<file path="config.mk">
export PLATFORM = sky130hd
export DESIGN_NAME = four_channel_timer_with_scanline_ints_top
export DESIGN_NICKNAME = d
export VERILOG_FILES = /design/src/design/fcts_pkg.sv /design/src/design/fcts_cfg.sv /design/src/design/fcts_line.sv /design/src/design/fcts_timer.sv /design/src/design/four_channel_timer_with_scanline_ints_top.sv
export SDC_FILE = /design/constraint.sdc
export NUM_CORES = 1
export LEC_CHECK = 0
export CORE_AREA = 2 2 246 127
export DETAILED_ROUTE_END_ITERATION = 6
export DIE_AREA = 0 0 248 129
export DONT_BUFFER_PORTS = 1
export GPL_TIMING_DRIVEN = 0
export PLACE_DENSITY_LB_ADDON = 0.05
export SYNTH_ARGS = -nofsm -noshare
export SYNTH_HDL_FRONTEND = slang
export SYNTH_SLANG_ARGS = --single-unit
</file>
<file path="constraint.sdc">
create_clock -name clk -period 14.7 [get_ports clk]
set_input_delay 2.205 -clock clk [delete_from_list [all_inputs] [get_ports clk]]
set_output_delay 2.205 -clock clk [all_outputs]
set_load 0.03 [all_outputs]
</file>
<file path="src/design/fcts_pkg.sv">
// ----------------------------------------------------------------------------
// fcts_pkg
// Shared types, constants and helpers for the four-channel timer unit with
// scanline interrupts.
// ----------------------------------------------------------------------------
`default_nettype none

package fcts_pkg;

	// default timing parameters
	localparam int unsigned LINE_TICKS_DEF    = 515;
	localparam int unsigned DIV1_TICKS_DEF    = 8;
	localparam int unsigned DIV4_TICKS_DEF    = 32;
	localparam int unsigned DIV16_TICKS_DEF   = 128;
	localparam int unsigned DIV256_TICKS_DEF  = 2048;
	localparam int unsigned VISIBLE_LINES_DEF = 152;

	// fixed constants
	localparam logic [7:0]  LAST_LINE      = 8'd198;
	localparam int unsigned T2_FAST_TICKS  = 56;
	localparam logic [2:0]  VINT_MAX_LEVEL = 3'd4;
	localparam logic [2:0]  LEVEL_CAP      = 3'd7;

	// APB address map
	localparam int unsigned ADDR_W = 5;
	localparam int unsigned DATA_W = 32;

	typedef enum logic [2:0] {
		REG_RUN_EN   = 3'd0,
		REG_LOW_MODE = 3'd1,
		REG_HIGH_MODE = 3'd2,
		REG_MATCH    = 3'd3,
		REG_PRIO     = 3'd4,
		REG_EV_EN    = 3'd5
	} reg_idx_t;

	// configuration registers as seen by the datapath
	typedef struct packed {
		logic [3:0]  run_en;
		logic [3:0]  low_modes;
		logic [3:0]  high_modes;
		logic [31:0] match_vals;
		logic [14:0] prio;
		logic [2:0]  ev_en;
	} cfg_t;

	// line-unit results handed to the timer stage
	typedef struct packed {
		logic [2:0] level;
		logic       take_comms;
		logic       take_vert;
		logic       line_end;
		logic [7:0] scanline;
		logic       vblank;
		logic [7:0] rx_hold;
		logic       hline_now;
	} line_res_t;

	// one interrupt taken: level rises by one, capped
	function automatic logic [2:0] take_level(input logic [2:0] lvl);
		take_level = (lvl < LEVEL_CAP) ? lvl + 3'd1 : lvl;
	endfunction

endpackage

`default_nettype wire

</file>
<file path="src/design/fcts_cfg.sv">
// ----------------------------------------------------------------------------
// fcts_cfg
// APB register file: six configuration registers, write and read back.
// ----------------------------------------------------------------------------
`default_nettype none

module fcts_cfg (
	input  wire logic                       clk,
	input  wire logic                       arst_n,
	input  wire logic                       psel,
	input  wire logic                       penable,
	input  wire logic                       pwrite,
	input  wire logic [fcts_pkg::ADDR_W-1:0] paddr,
	input  wire logic [fcts_pkg::DATA_W-1:0] pwdata,
	output logic      [fcts_pkg::DATA_W-1:0] prdata,
	output logic                            pready,
	output fcts_pkg::cfg_t                  cfg
);
	import fcts_pkg::*;

	cfg_t     cfg_q;
	reg_idx_t idx;
	logic     wr;

	assign idx    = reg_idx_t'(paddr[4:2]);
	assign wr     = psel && penable && pwrite;
	assign pready = 1'b1;
	assign cfg    = cfg_q;

	// register writes
	always_ff @(posedge clk or negedge arst_n) begin
		if (!arst_n) begin
			cfg_q <= '0;
		end else if (wr) begin
			case (idx)
				REG_RUN_EN:    cfg_q.run_en     <= pwdata[3:0];
				REG_LOW_MODE:  cfg_q.low_modes  <= pwdata[3:0];
				REG_HIGH_MODE: cfg_q.high_modes <= pwdata[3:0];
				REG_MATCH:     cfg_q.match_vals <= pwdata;
				REG_PRIO:      cfg_q.prio       <= pwdata[14:0];
				REG_EV_EN:     cfg_q.ev_en      <= pwdata[2:0];
				default:       ;
			endcase
		end
	end

	// read back
	always_comb begin
		case (idx)
			REG_RUN_EN:    prdata = {28'd0, cfg_q.run_en};
			REG_LOW_MODE:  prdata = {28'd0, cfg_q.low_modes};
			REG_HIGH_MODE: prdata = {28'd0, cfg_q.high_modes};
			REG_MATCH:     prdata = cfg_q.match_vals;
			REG_PRIO:      prdata = {17'd0, cfg_q.prio};
			REG_EV_EN:     prdata = {29'd0, cfg_q.ev_en};
			default:       prdata = '0;
		endcase
	end

endmodule

`default_nettype wire

</file>
<file path="src/design/fcts_line.sv">
// ----------------------------------------------------------------------------
// fcts_line
// Line accumulator, scanline counter, vblank, pending horizontal tick and
// comms receive latch, with the comms and vertical interrupt checks.
// ----------------------------------------------------------------------------
`default_nettype none

module fcts_line #(
	parameter int unsigned LINE_TICKS    = fcts_pkg::LINE_TICKS_DEF,
	parameter int unsigned VISIBLE_LINES = fcts_pkg::VISIBLE_LINES_DEF
) (
	input  wire logic              clk,
	input  wire logic              arst_n,
	input  wire logic              step,
	input  wire logic [7:0]        ticks,
	input  wire logic [2:0]        level_in,
	input  wire logic              rx_v,
	input  wire logic [7:0]        rx_b,
	input  wire fcts_pkg::cfg_t    cfg,
	input  wire logic              hline_consume,
	output fcts_pkg::line_res_t    res
);
	import fcts_pkg::*;

	logic [15:0] accum_q;
	logic [7:0]  scan_q;
	logic        vblank_q;
	logic        hline_q;
	logic [7:0]  rx_hold_q;

	logic [16:0] acc_sum;
	logic [15:0] acc_sat;
	logic [15:0] acc_next;
	logic [7:0]  scan_inc;
	logic [2:0]  lvl_a;

	// line accumulation and end-of-line work
	always_comb begin
		acc_sum = {1'b0, accum_q} + {9'd0, ticks};
		acc_sat = acc_sum[16] ? 16'hFFFF : acc_sum[15:0];
		acc_next = acc_sat;
		scan_inc = scan_q + 8'd1;
		res = '0;
		res.level = level_in;
		res.scanline = scan_q;
		res.vblank = vblank_q;
		res.rx_hold = rx_hold_q;
		res.hline_now = hline_q;
		lvl_a = level_in;
		if (acc_sat >= 16'(LINE_TICKS)) begin
			res.line_end = 1'b1;
			acc_next = '0;
			// horizontal tick on drawn lines and on the last line
			if ((scan_q < 8'(VISIBLE_LINES - 1) || scan_q == LAST_LINE) && cfg.ev_en[0])
				res.hline_now = 1'b1;
			res.scanline = scan_inc;
			// comms receive
			if (cfg.ev_en[2] && rx_v && level_in <= cfg.prio[14:12]) begin
				res.rx_hold = rx_b;
				res.take_comms = 1'b1;
				lvl_a = take_level(level_in);
			end
			res.level = lvl_a;
			// start of vertical blank
			if (scan_inc == 8'(VISIBLE_LINES)) begin
				res.vblank = 1'b1;
				if (lvl_a <= VINT_MAX_LEVEL && cfg.ev_en[1]) begin
					res.take_vert = 1'b1;
					res.level = take_level(lvl_a);
				end
			end
			// wrap after the last line
			if (scan_q == LAST_LINE) begin
				res.scanline = '0;
				res.vblank = 1'b0;
			end
		end
	end

	// state update per processed beat
	always_ff @(posedge clk or negedge arst_n) begin
		if (!arst_n) begin
			accum_q   <= '0;
			scan_q    <= '0;
			vblank_q  <= 1'b0;
			hline_q   <= 1'b0;
			rx_hold_q <= '0;
		end else if (step) begin
			accum_q   <= acc_next;
			scan_q    <= res.scanline;
			vblank_q  <= res.vblank;
			hline_q   <= res.hline_now && !hline_consume;
			rx_hold_q <= res.rx_hold;
		end
	end

endmodule

`default_nettype wire

</file>
<file path="src/design/fcts_timer.sv">
// ----------------------------------------------------------------------------
// fcts_timer
// One 8-bit up-counter with its saturating prescaler and threshold match.
// Mode 0 counts on the fire input; modes 1..3 count on prescaler periods.
// ----------------------------------------------------------------------------
`default_nettype none

module fcts_timer #(
	parameter int unsigned PERIOD1 = fcts_pkg::DIV1_TICKS_DEF,
	parameter int unsigned PERIOD2 = fcts_pkg::DIV16_TICKS_DEF,
	parameter int unsigned PERIOD3 = fcts_pkg::DIV256_TICKS_DEF
) (
	input  wire logic       clk,
	input  wire logic       arst_n,
	input  wire logic       step,
	input  wire logic [7:0] ticks,
	input  wire logic       run,
	input  wire logic [1:0] mode,
	input  wire logic       fire,
	input  wire logic [7:0] thresh,
	output logic            match
);
	logic [15:0] pre_q;
	logic [7:0]  up_q;

	logic [16:0] pre_sum;
	logic [15:0] pre_sat;
	logic [15:0] period;
	logic        inc;
	logic [7:0]  up_inc;
	logic [15:0] pre_next;
	logic [7:0]  up_next;

	// prescale, increment, threshold
	always_comb begin
		pre_sum = {1'b0, pre_q} + {9'd0, ticks};
		pre_sat = pre_sum[16] ? 16'hFFFF : pre_sum[15:0];
		case (mode)
			2'd1:    period = 16'(PERIOD1);
			2'd2:    period = 16'(PERIOD2);
			default: period = 16'(PERIOD3);
		endcase
		inc = (mode == 2'd0) ? fire : (pre_sat >= period);
		pre_next = pre_sat;
		up_next = up_q;
		up_inc = up_q;
		match = 1'b0;
		if (run) begin
			if (inc) begin
				up_inc = up_q + 8'd1;
				pre_next = '0;
			end
			match = (thresh != 8'd0) && (up_inc >= thresh);
			up_next = match ? 8'd0 : up_inc;
		end
	end

	always_ff @(posedge clk or negedge arst_n) begin
		if (!arst_n) begin
			pre_q <= '0;
			up_q  <= '0;
		end else if (step) begin
			pre_q <= pre_next;
			up_q  <= up_next;
		end
	end

endmodule

`default_nettype wire

</file>
<file path="src/design/four_channel_timer_with_scanline_ints_top.sv">
// ----------------------------------------------------------------------------
// four_channel_timer_with_scanline_ints_top
// Scanline timing, comms receive and four chained 8-bit timers with
// interrupt level tracking; one result beat per input beat.
//
//  channel | direction | handshake            | payload
//  --------+-----------+----------------------+-------------------------------
//  in      | in        | in_valid / in_stall  | cpu_ticks mask_level rx_valid
//          |           |                      | rx_byte
//  out     | out       | out_valid / out_stall| taken_ints new_mask_level
//          |           |                      | match_events sub_cpu_irq ...
//  cfg     | in        | APB psel/penable     | paddr pwdata prdata pready
//
// One beat per cycle while out_stall is low; each beat passes the input register, then the
// line/timer logic into the result register.
// Reset clears all counters, flags and configuration to zero.
// out_stall holds the result register; in_stall rises only when both the
// input and result registers are full and the result is stalled.
// ----------------------------------------------------------------------------
`default_nettype none

module four_channel_timer_with_scanline_ints_top #(
	parameter int unsigned LINE_TICKS    = fcts_pkg::LINE_TICKS_DEF,
	parameter int unsigned DIV1_TICKS    = fcts_pkg::DIV1_TICKS_DEF,
	parameter int unsigned DIV4_TICKS    = fcts_pkg::DIV4_TICKS_DEF,
	parameter int unsigned DIV16_TICKS   = fcts_pkg::DIV16_TICKS_DEF,
	parameter int unsigned DIV256_TICKS  = fcts_pkg::DIV256_TICKS_DEF,
	parameter int unsigned VISIBLE_LINES = fcts_pkg::VISIBLE_LINES_DEF
) (
	input  wire logic                        clk,
	input  wire logic                        arst_n,
	// input channel
	input  wire logic                        in_valid,
	output logic                             in_stall,
	input  wire logic [7:0]                  cpu_ticks,
	input  wire logic [2:0]                  mask_level,
	input  wire logic                        rx_valid,
	input  wire logic [7:0]                  rx_byte,
	// result channel
	output logic                             out_valid,
	input  wire logic                        out_stall,
	output logic [5:0]                       taken_ints,
	output logic [2:0]                       new_mask_level,
	output logic [3:0]                       match_events,
	output logic                             sub_cpu_irq,
	output logic [7:0]                       line_number,
	output logic                             vblank_flag,
	output logic                             line_advanced,
	output logic [7:0]                       rx_latched,
	// configuration
	input  wire logic                        psel,
	input  wire logic                        penable,
	input  wire logic                        pwrite,
	input  wire logic [fcts_pkg::ADDR_W-1:0] paddr,
	input  wire logic [fcts_pkg::DATA_W-1:0] pwdata,
	output logic      [fcts_pkg::DATA_W-1:0] prdata,
	output logic                             pready
);
	import fcts_pkg::*;

	cfg_t      cfg;
	line_res_t lres;

	logic       valid_s1;
	logic [7:0] ticks_s1;
	logic [2:0] mask_s1;
	logic       rxv_s1;
	logic [7:0] rxb_s1;

	logic       valid_s2;
	logic [5:0] taken_s2;
	logic [2:0] level_s2;
	logic [3:0] match_s2;
	logic [7:0] line_s2;
	logic       vblank_s2;
	logic       adv_s2;
	logic [7:0] rx_s2;

	logic       adv;
	logic       step;
	logic       hline_consume;
	logic [3:0] tm;
	logic [2:0] lvl0, lvl1, lvl2, lvl3;
	logic [2:0] lvl_out;
	logic [5:0] taken;

	// handshake
	assign adv      = !valid_s2 || !out_stall;
	assign step     = valid_s1 && adv;
	assign in_stall = valid_s1 && !adv;

	fcts_cfg u_cfg (
		.clk     (clk),
		.arst_n  (arst_n),
		.psel    (psel),
		.penable (penable),
		.pwrite  (pwrite),
		.paddr   (paddr),
		.pwdata  (pwdata),
		.prdata  (prdata),
		.pready  (pready),
		.cfg     (cfg)
	);

	// timer 0 in horizontal mode eats the pending tick
	assign hline_consume = cfg.run_en[0] && (cfg.low_modes[1:0] == 2'd0) && lres.hline_now;

	fcts_line #(
		.LINE_TICKS    (LINE_TICKS),
		.VISIBLE_LINES (VISIBLE_LINES)
	) u_line (
		.clk           (clk),
		.arst_n        (arst_n),
		.step          (step),
		.ticks         (ticks_s1),
		.level_in      (mask_s1),
		.rx_v          (rxv_s1),
		.rx_b          (rxb_s1),
		.cfg           (cfg),
		.hline_consume (hline_consume),
		.res           (lres)
	);

	fcts_timer #(
		.PERIOD1 (DIV1_TICKS),
		.PERIOD2 (DIV4_TICKS),
		.PERIOD3 (DIV16_TICKS)
	) u_tmr0 (
		.clk    (clk),
		.arst_n (arst_n),
		.step   (step),
		.ticks  (ticks_s1),
		.run    (cfg.run_en[0]),
		.mode   (cfg.low_modes[1:0]),
		.fire   (lres.hline_now),
		.thresh (cfg.match_vals[7:0]),
		.match  (tm[0])
	);

	fcts_timer #(
		.PERIOD1 (DIV1_TICKS),
		.PERIOD2 (DIV16_TICKS),
		.PERIOD3 (DIV256_TICKS)
	) u_tmr1 (
		.clk    (clk),
		.arst_n (arst_n),
		.step   (step),
		.ticks  (ticks_s1),
		.run    (cfg.run_en[1]),
		.mode   (cfg.low_modes[3:2]),
		.fire   (tm[0]),
		.thresh (cfg.match_vals[15:8]),
		.match  (tm[1])
	);

	// mode 0 of timer 2 is stopped: no trigger
	fcts_timer #(
		.PERIOD1 (T2_FAST_TICKS),
		.PERIOD2 (DIV4_TICKS),
		.PERIOD3 (DIV16_TICKS)
	) u_tmr2 (
		.clk    (clk),
		.arst_n (arst_n),
		.step   (step),
		.ticks  (ticks_s1),
		.run    (cfg.run_en[2]),
		.mode   (cfg.high_modes[1:0]),
		.fire   (1'b0),
		.thresh (cfg.match_vals[23:16]),
		.match  (tm[2])
	);

	fcts_timer #(
		.PERIOD1 (DIV1_TICKS),
		.PERIOD2 (DIV16_TICKS),
		.PERIOD3 (DIV256_TICKS)
	) u_tmr3 (
		.clk    (clk),
		.arst_n (arst_n),
		.step   (step),
		.ticks  (ticks_s1),
		.run    (cfg.run_en[3]),
		.mode   (cfg.high_modes[3:2]),
		.fire   (tm[2]),
		.thresh (cfg.match_vals[31:24]),
		.match  (tm[3])
	);

	// timer interrupt chain, each take raising the running level
	always_comb begin
		taken = {4'd0, lres.take_vert, lres.take_comms};
		lvl0 = lres.level;
		lvl1 = lvl0;
		if (tm[0] && lvl0 <= cfg.prio[2:0]) begin
			lvl1 = take_level(lvl0);
			taken[2] = 1'b1;
		end
		lvl2 = lvl1;
		if (tm[1] && lvl1 <= cfg.prio[5:3]) begin
			lvl2 = take_level(lvl1);
			taken[3] = 1'b1;
		end
		lvl3 = lvl2;
		if (tm[2] && lvl2 <= cfg.prio[8:6]) begin
			lvl3 = take_level(lvl2);
			taken[4] = 1'b1;
		end
		lvl_out = lvl3;
		if (tm[3] && lvl3 <= cfg.prio[11:9]) begin
			lvl_out = take_level(lvl3);
			taken[5] = 1'b1;
		end
	end

	// input register
	always_ff @(posedge clk or negedge arst_n) begin
		if (!arst_n) begin
			valid_s1 <= 1'b0;
		end else if (!in_stall) begin
			valid_s1 <= in_valid;
		end
	end

	always_ff @(posedge clk) begin
		if (in_valid && !in_stall) begin
			ticks_s1 <= cpu_ticks;
			mask_s1  <= mask_level;
			rxv_s1   <= rx_valid;
			rxb_s1   <= rx_byte;
		end
	end

	// result register
	always_ff @(posedge clk or negedge arst_n) begin
		if (!arst_n) begin
			valid_s2 <= 1'b0;
		end else if (adv) begin
			valid_s2 <= valid_s1;
		end
	end

	always_ff @(posedge clk) begin
		if (step) begin
			taken_s2  <= taken;
			level_s2  <= lvl_out;
			match_s2  <= tm;
			line_s2   <= lres.scanline;
			vblank_s2 <= lres.vblank;
			adv_s2    <= lres.line_end;
			rx_s2     <= lres.rx_hold;
		end
	end

	assign out_valid      = valid_s2;
	assign taken_ints     = taken_s2;
	assign new_mask_level = level_s2;
	assign match_events   = match_s2;
	assign sub_cpu_irq    = match_s2[3];
	assign line_number    = line_s2;
	assign vblank_flag    = vblank_s2;
	assign line_advanced  = adv_s2;
	assign rx_latched     = rx_s2;

endmodule

`default_nettype wire

</file>
Yosys cells after proc, flatten, opt, wreduce, memory -nomap -nowiden. Cells that the tools add are included.

Bits in registers: 245. Input bits: 64. Output and inout bits: 67. Logic and storage cells: 199.

Add/sub/neg operators: 16. Magnitude comparators: 22. Equality and inequality tests: 15. Muxes and demuxes: 65. Reduce and logical (&&, ||, !) cells: 47.

Operators by type and width (number): 2-to-1 mux 16 bit (14); one-hot mux 32 bit (6 select lines) (1); 2-to-1 mux 8 bit (13); adder 16 x 8 -> 17 bit (5); one-hot mux 12 bit (2 select lines) (2); 2-to-1 mux 3 bit (14); adder 8 x 1 -> 8 bit, second input constant (5); >= comparator 16 x 12 -> 1 bit (2); >= comparator 16 x 8 -> 1 bit (2); >= comparator 8 bit (4); one-hot mux 8 bit (2 select lines) (2); nonzero test 8 bit (4); 2-to-1 mux 24 bit (1); AND reduction 2 bit (11); logical AND 1 bit (20); adder 3 x 1 -> 3 bit, second input constant (6); less-than comparator 3 bit, second input constant (6); 2-to-1 mux 1 bit (17); equality test 8 bit, second input constant (2); >= comparator 16 x 10 -> 1 bit, second input constant (1); <= comparator 3 bit (5); 2-to-1 mux 9 bit (1); equality test 2 x 1 -> 1 bit, second input constant (4); equality test 2 bit, second input constant (4); 9 further kinds (19).

Logic depth before layout (Yosys ltp).
Depth after elaboration: 29. Gate-level depth with buffers: 60. Depth with buffers taken out: 57.

Cells and area by module. Synthesis repeated with hierarchy kept, for this count alone.

Cells, all modules: 1751. Area, all modules: 17148.9 um2.

By module, submodules not included: fcts_cfg (times used 1, cells an instance 197, area an instance 2842.7 um2, seq. area each 1551.5 um2); fcts_line (times used 1, cells an instance 303, area an instance 2781.4 um2, seq. area each 850.8 um2); four_channel_timer_with_scanline_ints_top (times used 1, cells an instance 172, area an instance 2402.3 um2, seq. area each 1581.5 um2); fcts_timer at u_tmr3 (times used 1, cells an instance 278, area an instance 2364.8 um2, seq. area each 600.6 um2); fcts_timer at u_tmr1 (times used 1, cells an instance 276, area an instance 2311.0 um2, seq. area each 600.6 um2); fcts_timer at u_tmr2 (times used 1, cells an instance 271, area an instance 2245.9 um2, seq. area each 600.6 um2); fcts_timer at u_tmr0 (times used 1, cells an instance 254, area an instance 2200.9 um2, seq. area each 600.6 um2).

Worst setup path after synthesis. OpenSTA, ideal clock, no wires.

Path type: register to register. Start: register ticks_s1[0]. End: register level_s2[1], in the netlist new_mask_level[1], data pin. Library setup time: 0.263 ns. Arrival time: 11.166 ns. Required time: 14.437 ns. Setup slack: 3.271 ns. Stages on the path, launching flop included: 55. Buffers on the path: 4. Period minus slack after synthesis: 11.429 ns. Path through: edfxtp_1 ha_1 fa_1 a21o_1 a21oi_1 o21bai_1 a2111oi_0 nor4b_2 and2_0 clkbuf_1 or2_2 ha_1 o21ai_0 or3b_2 a2111oi_0 a41o_1 buf_6 clkbuf_1 [19 not listed] and2_1 a21o_1 ha_1 nor2b_1 o21a_1 o21ai_0 nand3_1 a211o_1 inv_1 a221oi_1 a21oi_1 ha_1 a21o_1 a21oi_1 a31oi_1 nor3_1 mux2i_1 o21ai_0.

Word-level cells in the longest chain between the ends: 24. Elaborated cells on any way between the ends: 64. Classes of those cells: add/sub (9); order compare (17); mux (30); reduce/logical (8).

RTL lines: start, declared (line four_channel_timer_with_scanline_ints_top.sv:65) `logic [7:0] ticks_s1;`; start signal, assigned (line four_channel_timer_with_scanline_ints_top.sv:226) `ticks_s1 <= cpu_ticks;`; adder 16 x 8 -> 17 bit (line fcts_line.sv:39) `acc_sum = {1'b0, accum_q} + {9'd0, ticks};`; 2-to-1 mux 16 bit (line fcts_line.sv:40) `acc_sat = acc_sum[16] ? 16'hFFFF : acc_sum[15:0];`; >= comparator 16 x 10 -> 1 bit (line fcts_line.sv:50) `if (acc_sat >= 16'(LINE_TICKS)) begin`; 2-to-1 mux 24 bit (line fcts_line.sv:50); 2-to-1 mux 1 bit (line fcts_timer.sv:43) `inc = (mode == 2'd0) ? fire : (pre_sat >= period);`; 2-to-1 mux 8 bit (line fcts_timer.sv:49) `if (inc) begin`; 2-to-1 mux 8 bit (line fcts_timer.sv:48) `if (run) begin`; >= comparator 8 bit (line fcts_timer.sv:53) `match = (thresh != 8'd0) && (up_inc >= thresh);`; [8 not listed]; via u_tmr1.match (line fcts_timer.sv:21) `output logic match`; [1 not listed]; 2-to-1 mux 3 bit (*) (line four_channel_timer_with_scanline_ints_top.sv:199) `if (tm[1] && lvl1 <= cfg.prio[5:3]) begin`; adder 3 x 1 -> 3 bit (tied with other cells) (line fcts_pkg.sv:61) `take_level = (lvl < LEVEL_CAP) ? lvl + 3'd1 : lvl;`; 2-to-1 mux 3 bit / logical AND 1 bit (equally long branches) (line fcts_pkg.sv:61, four_channel_timer_with_scanline_ints_top.sv:204); 2-to-1 mux 3 bit (*) (line four_channel_timer_with_scanline_ints_top.sv:204) `if (tm[2] && lvl2 <= cfg.prio[8:6]) begin`; adder 3 x 1 -> 3 bit (tied with other cells) (line fcts_pkg.sv:61); 2-to-1 mux 3 bit / logical AND 1 bit (equally long branches) (line fcts_pkg.sv:61, four_channel_timer_with_scanline_ints_top.sv:209); 2-to-1 mux 3 bit (*) (line four_channel_timer_with_scanline_ints_top.sv:209) `if (tm[3] && lvl3 <= cfg.prio[11:9]) begin`; via lvl_out[1] (line four_channel_timer_with_scanline_ints_top.sv:84) `logic [2:0] lvl_out;`; end signal, assigned (line four_channel_timer_with_scanline_ints_top.sv:245) `level_s2 <= lvl_out;`; end, declared (line four_channel_timer_with_scanline_ints_top.sv:72) `logic [2:0] level_s2;`.

The timed path passes the listed nets; every way through them passes the cells marked *. The select of a mux whose other input is x is not followed. A chain may end at the register's enable or synchronous reset.

Final worst setup path. Same ends and word-level chain as after synthesis.

==> impl_metrics.py <==
metrics = {
    "route": {
        "firstDrtPassIters": 5,
        "vias": 14000,
        "routed_wl_mm": 46.8,
        "drt_iter0_drc": 1379,
        "wl_per_cell_um": 20.5,
        "via_per_inst": 6.12,
        "ant_nets": 0,
        "drc_errors": 0,
    },
    "global_route": {
        "grt_usage_pct": 29.5,
        "grt_pass1_vias": 12900,
        "antenna_found_initial": 2,
        "grt_overflow_total": 0,
        "grt_max_degree": 195,
        "grt_pass1_wl_mm": 73.4,
    },
    "timing": {
        "min_period_over_period_pct": 94.9,
        "worst_slew_pin_slew_ns": 1.16,
        "post-route-min-period_ns": 13.96,
        "worst_hold_slack_ns": 0.477,
        "skew_ns": 0.0129,
        "clock.fmax_mhz": 71.7,
        "rsz0062_at_grt": "false",
        "maxSlewViolCount": 0,
        "setup-violations-final": 0,
        "finalHoldViolCount": 0,
        "max-slew-margin-rel_pct": 22.2,
    },
    "synthesis": {
        "seq_area_frac_synth_pct": 39.4,
        "yosys.area.top_type": "dfrtp_1",
        "synth_xor_area_share_pct": 3.19,
        "synth_compound_area_share_pct": 18.9,
        "ys_types": 91,
        "synthArstFlopShare_pct": 79.2,
        "yosys_most_used_dff": "dfrtp_1",
        "synth_top_area_share_pct": 29.9,
        "synthCells": 1835,
        "muxShareOfSynthArea_pct": 3.93,
        "ys_top_cells_by_area": "dfrtp_1, ha_1, edfxtp_1, nand2_1, o21ai_0",
        "synth_seq_cells": 245,
        "synth_edf_count": 51,
        "yosys.area_share.simple_pct": 19.7,
        "synth_area_sq_um": 16200,
        "ys_warn_count": 0,
        "syn_nets": 2029,
        "synth_top_family_by_area": "simple AND/OR/NAND/NOR gates",
        "syn_area_per_cell_sq_um": 8.84,
        "synth_fa_ha_area_share_pct": 10.3,
    },
    "die": {
        "start_util_pct": 54.5,
        "fp.dieH_um": 129,
        "io_pins": 131,
        "coreArea_sq_um": 29800,
        "dieArea_sq_um": 32000,
        "dieWidth_um": 248,
        "num_rows": 45,
    },
    "min_path": {
        "min-delay-start": "u_line.rx_hold_q[7]",
        "hold_class": "reg2reg",
    },
    "setup_path": {
        "slowest_delay_ns": 0.58,
        "end_kind": "flip-flop",
        "worstReg2RegStart": "ticks_s1[0]",
        "slowest_stage": "o41ai_1",
        "cp-start-kind": "flip-flop",
        "path_class": "reg2reg",
        "crit_fanout": 18,
        "worstPathRequired_ns": 14.99,
        "startpoint": "ticks_s1[0]",
        "worst_ep_arrival_time_ns": 14.24,
    },
    "power": {
        "netSwitchingFraction_pct": 44.2,
        "internal-power_mw": 1.89,
        "power.density_nw_per_um2": 193,
        "p_leak_nw": 7.74,
        "pwr-share-comb_pct": 49.1,
        "p_total_mw": 3.39,
        "ir_worst_vdd_v": 0.000105,
        "p_seq_share_pct": 31.9,
        "pwr-share-clk_pct": 19.0,
        "power_switching_mw": 1.50,
    },
    "cells_and_area": {
        "layout-drive-gt1-share_pct": 6.92,
        "final_nets": 2055,
        "layoutNonFillerInstCount": 2279,
        "syn2layout_area_growth_pct": 8.35,
    },
    "job": {
        "max_cap_viol_count": 0,
    },
    "cts": {
        "clkTransAtPathRegs_ns": 0.07,
        "clk_latency_ns": 0.54,
        "cts_tree": "yes",
        "cts_setup_buffers": 0,
        "cts-root-buf": "clkbuf_16",
        "numClockSinks": 245,
        "cts_max_level": 1,
        "clock_path_buffers": 3,
        "cts_made_buffers": 24,
        "cts_hold_buf": 0,
    },
    "place": {
        "dp_cells": 2235,
        "gp_congestion": 0.912,
        "dpl.hpwl_mm": 35.0,
        "port_buffers": 0,
    },
    "status": {
        "outcome": "complete, no violations",
    },
}
-- placed cells by master (no fill, tap or decap), drive strengths merged, types with 6 or more instances in the layout --
cell,n
or4,17
mux2i,22
a311oi,9
nor2b,18
a211oi,10
o31ai,19
xnor2,29
mux2,37
nand2b,15
nor4,14
ha,125
o211ai,23
nand3,54
a21boi,6
xor2,30
nand4,10
and3,22
buf,14
a21o,28
edfxtp,51
clkinv,7
o2111ai,7
a31oi,16
nor3b,8
o22ai,16
and2,23
clkbuf,92
o21ai,175
or2,13
dfrtp,194
nor3,34
a31o,6
o41ai,7
or3,12
a21oi,83
nand2,264
nor2,142
inv,122
o21a,18
-- state kept, by name, summed over array words and instances (netlist names), 16 cells and up --
| signal | count |
|---|---|
| u_line.accum_q | 16 |
| u_tmr3.pre_q | 16 |
| u_tmr2.pre_q | 16 |
| u_tmr0.pre_q | 16 |
| u_cfg.cfg | 62 |
| u_tmr1.pre_q | 16 |
-- through the flow --
stage / area, sq um / worst slack (ns) / utilization [%] / setup TNS (ns)
after floorplan: 16200 / 3.27 / - / 0
after global placement: 16700 / 0.0687 / 56.1 / 0
after detailed placement: 16700 / -0.00913 / 56.2 / -0.00913
after CTS: 17600 / 0.166 / 59.0 / 0
after global routing: 17600 / 0.0637 / 59.0 / 0
final: 17600 / 0.744 / 59.0 / 0
-- worst paths after layout --
path,end,slack [ns],cells past startpoint
min in group asynchronous,u_tmr3.pre_q[9],1.37,0
hold / removal,u_line.rx_hold_q[7],0.48,2
hold reg to reg,u_line.rx_hold_q[7],0.48,2
setup reg to reg,new_mask_level[1],0.74,54
max in group asynchronous,u_line.rx_hold_q[0],12.89,0
setup / recovery,new_mask_level[1],0.74,54
-- routing by layer --
metal / routed length (um) / share of wire [%] / vias to the layer above / track usage (%)
met5: 0 / 0 / - / 0
met4: 829 / 1.8 / 0 / 6.02
met3: 4050 / 8.7 / 51 / 5.72
met2: 18700 / 40 / 485 / 41.0
met1: 23200 / 50 / 6777 / 47.0
li1: - / - / 6642 / -
-- Yosys cell counts, types with 6 or more instances --
library cell	number
o21a_1	18
ha_1	125
nor3b_1	8
mux2i_1	22
nor3_1	32
a311oi_1	7
o21ai_0	170
nand4_1	10
a21oi_1	83
or2_2	12
clkbuf_1	57
edfxtp_1	51
nor2b_1	18
a211oi_1	9
a21boi_0	6
dfrtp_1	194
a31o_2	6
or3_1	12
o22ai_1	16
and2_1	21
mux2_2	37
a21o_1	28
nor2_1	142
inv_1	120
nand3_1	53
buf_1	6
nor4_1	13
nand2b_1	15
a31oi_1	16
and3_1	22
o211ai_1	23
xor2_1	30
o31ai_1	17
xnor2_1	29
o41ai_1	7
or4_1	14
o2111ai_1	7
nand2_1	264
-- power groups by stage --
stage	combinational, mW	sequential, mW	clock, mW
2_1_floorplan	1.23	1.04	0
5_1_grt	1.87	1.11	0.684
4_1_cts	1.63	1.08	0.652
6_report	1.66	1.08	0.646
3_5_place_dp	1.62	1.09	0
3_3_place_gp	1.56	1.08	0
-- repair_timing --
action	CTS	global route
setup endpoints to repair	3	4
resized for setup	1	7
endpoints found under the hold margin	0	0
gates cloned	0	0
-- cells by family (layout without fill, tap and decap cells) --
logic type / after synthesis / in the layout
compound gates: 479 / 479
xor+xnor: 59 / 59
fa+ha+maj: 130 / 130
buf+inv: 193 / 237
flops: 245 / 245
mux: 59 / 59
other cells: 1 / 2
simple gates: 669 / 669
-- layout make-up --
| cell class | instances | area, sq um |
|---|---|---|
| diodes | 1 | 2.50 |
| flip-flops and latches | 245 | 6390 |
| well taps | 399 | 499 |
| clock inverters | 8 | 71.3 |
| multi-input cells | 1397 | 9100 |
| plain buffers | 69 | 288 |
| fillers | 2635 | 12200 |
| clock buffers | 36 | 737 |
| repair buffers | 1 | 27.5 |
| inverters | 123 | 464 |
-- worst max-delay path: cells and delay by family (launching register included) --
family          cells  cell delay (ns)
compound gates     24             6.11
xor+xnor            2             0.34
fa+ha+maj           7             2.16
buf+inv             6             1.23
flops               1             0.56
mux                 2             0.62
simple gates       13             2.63
Note: power is estimated with default switching activity, not from simulation.
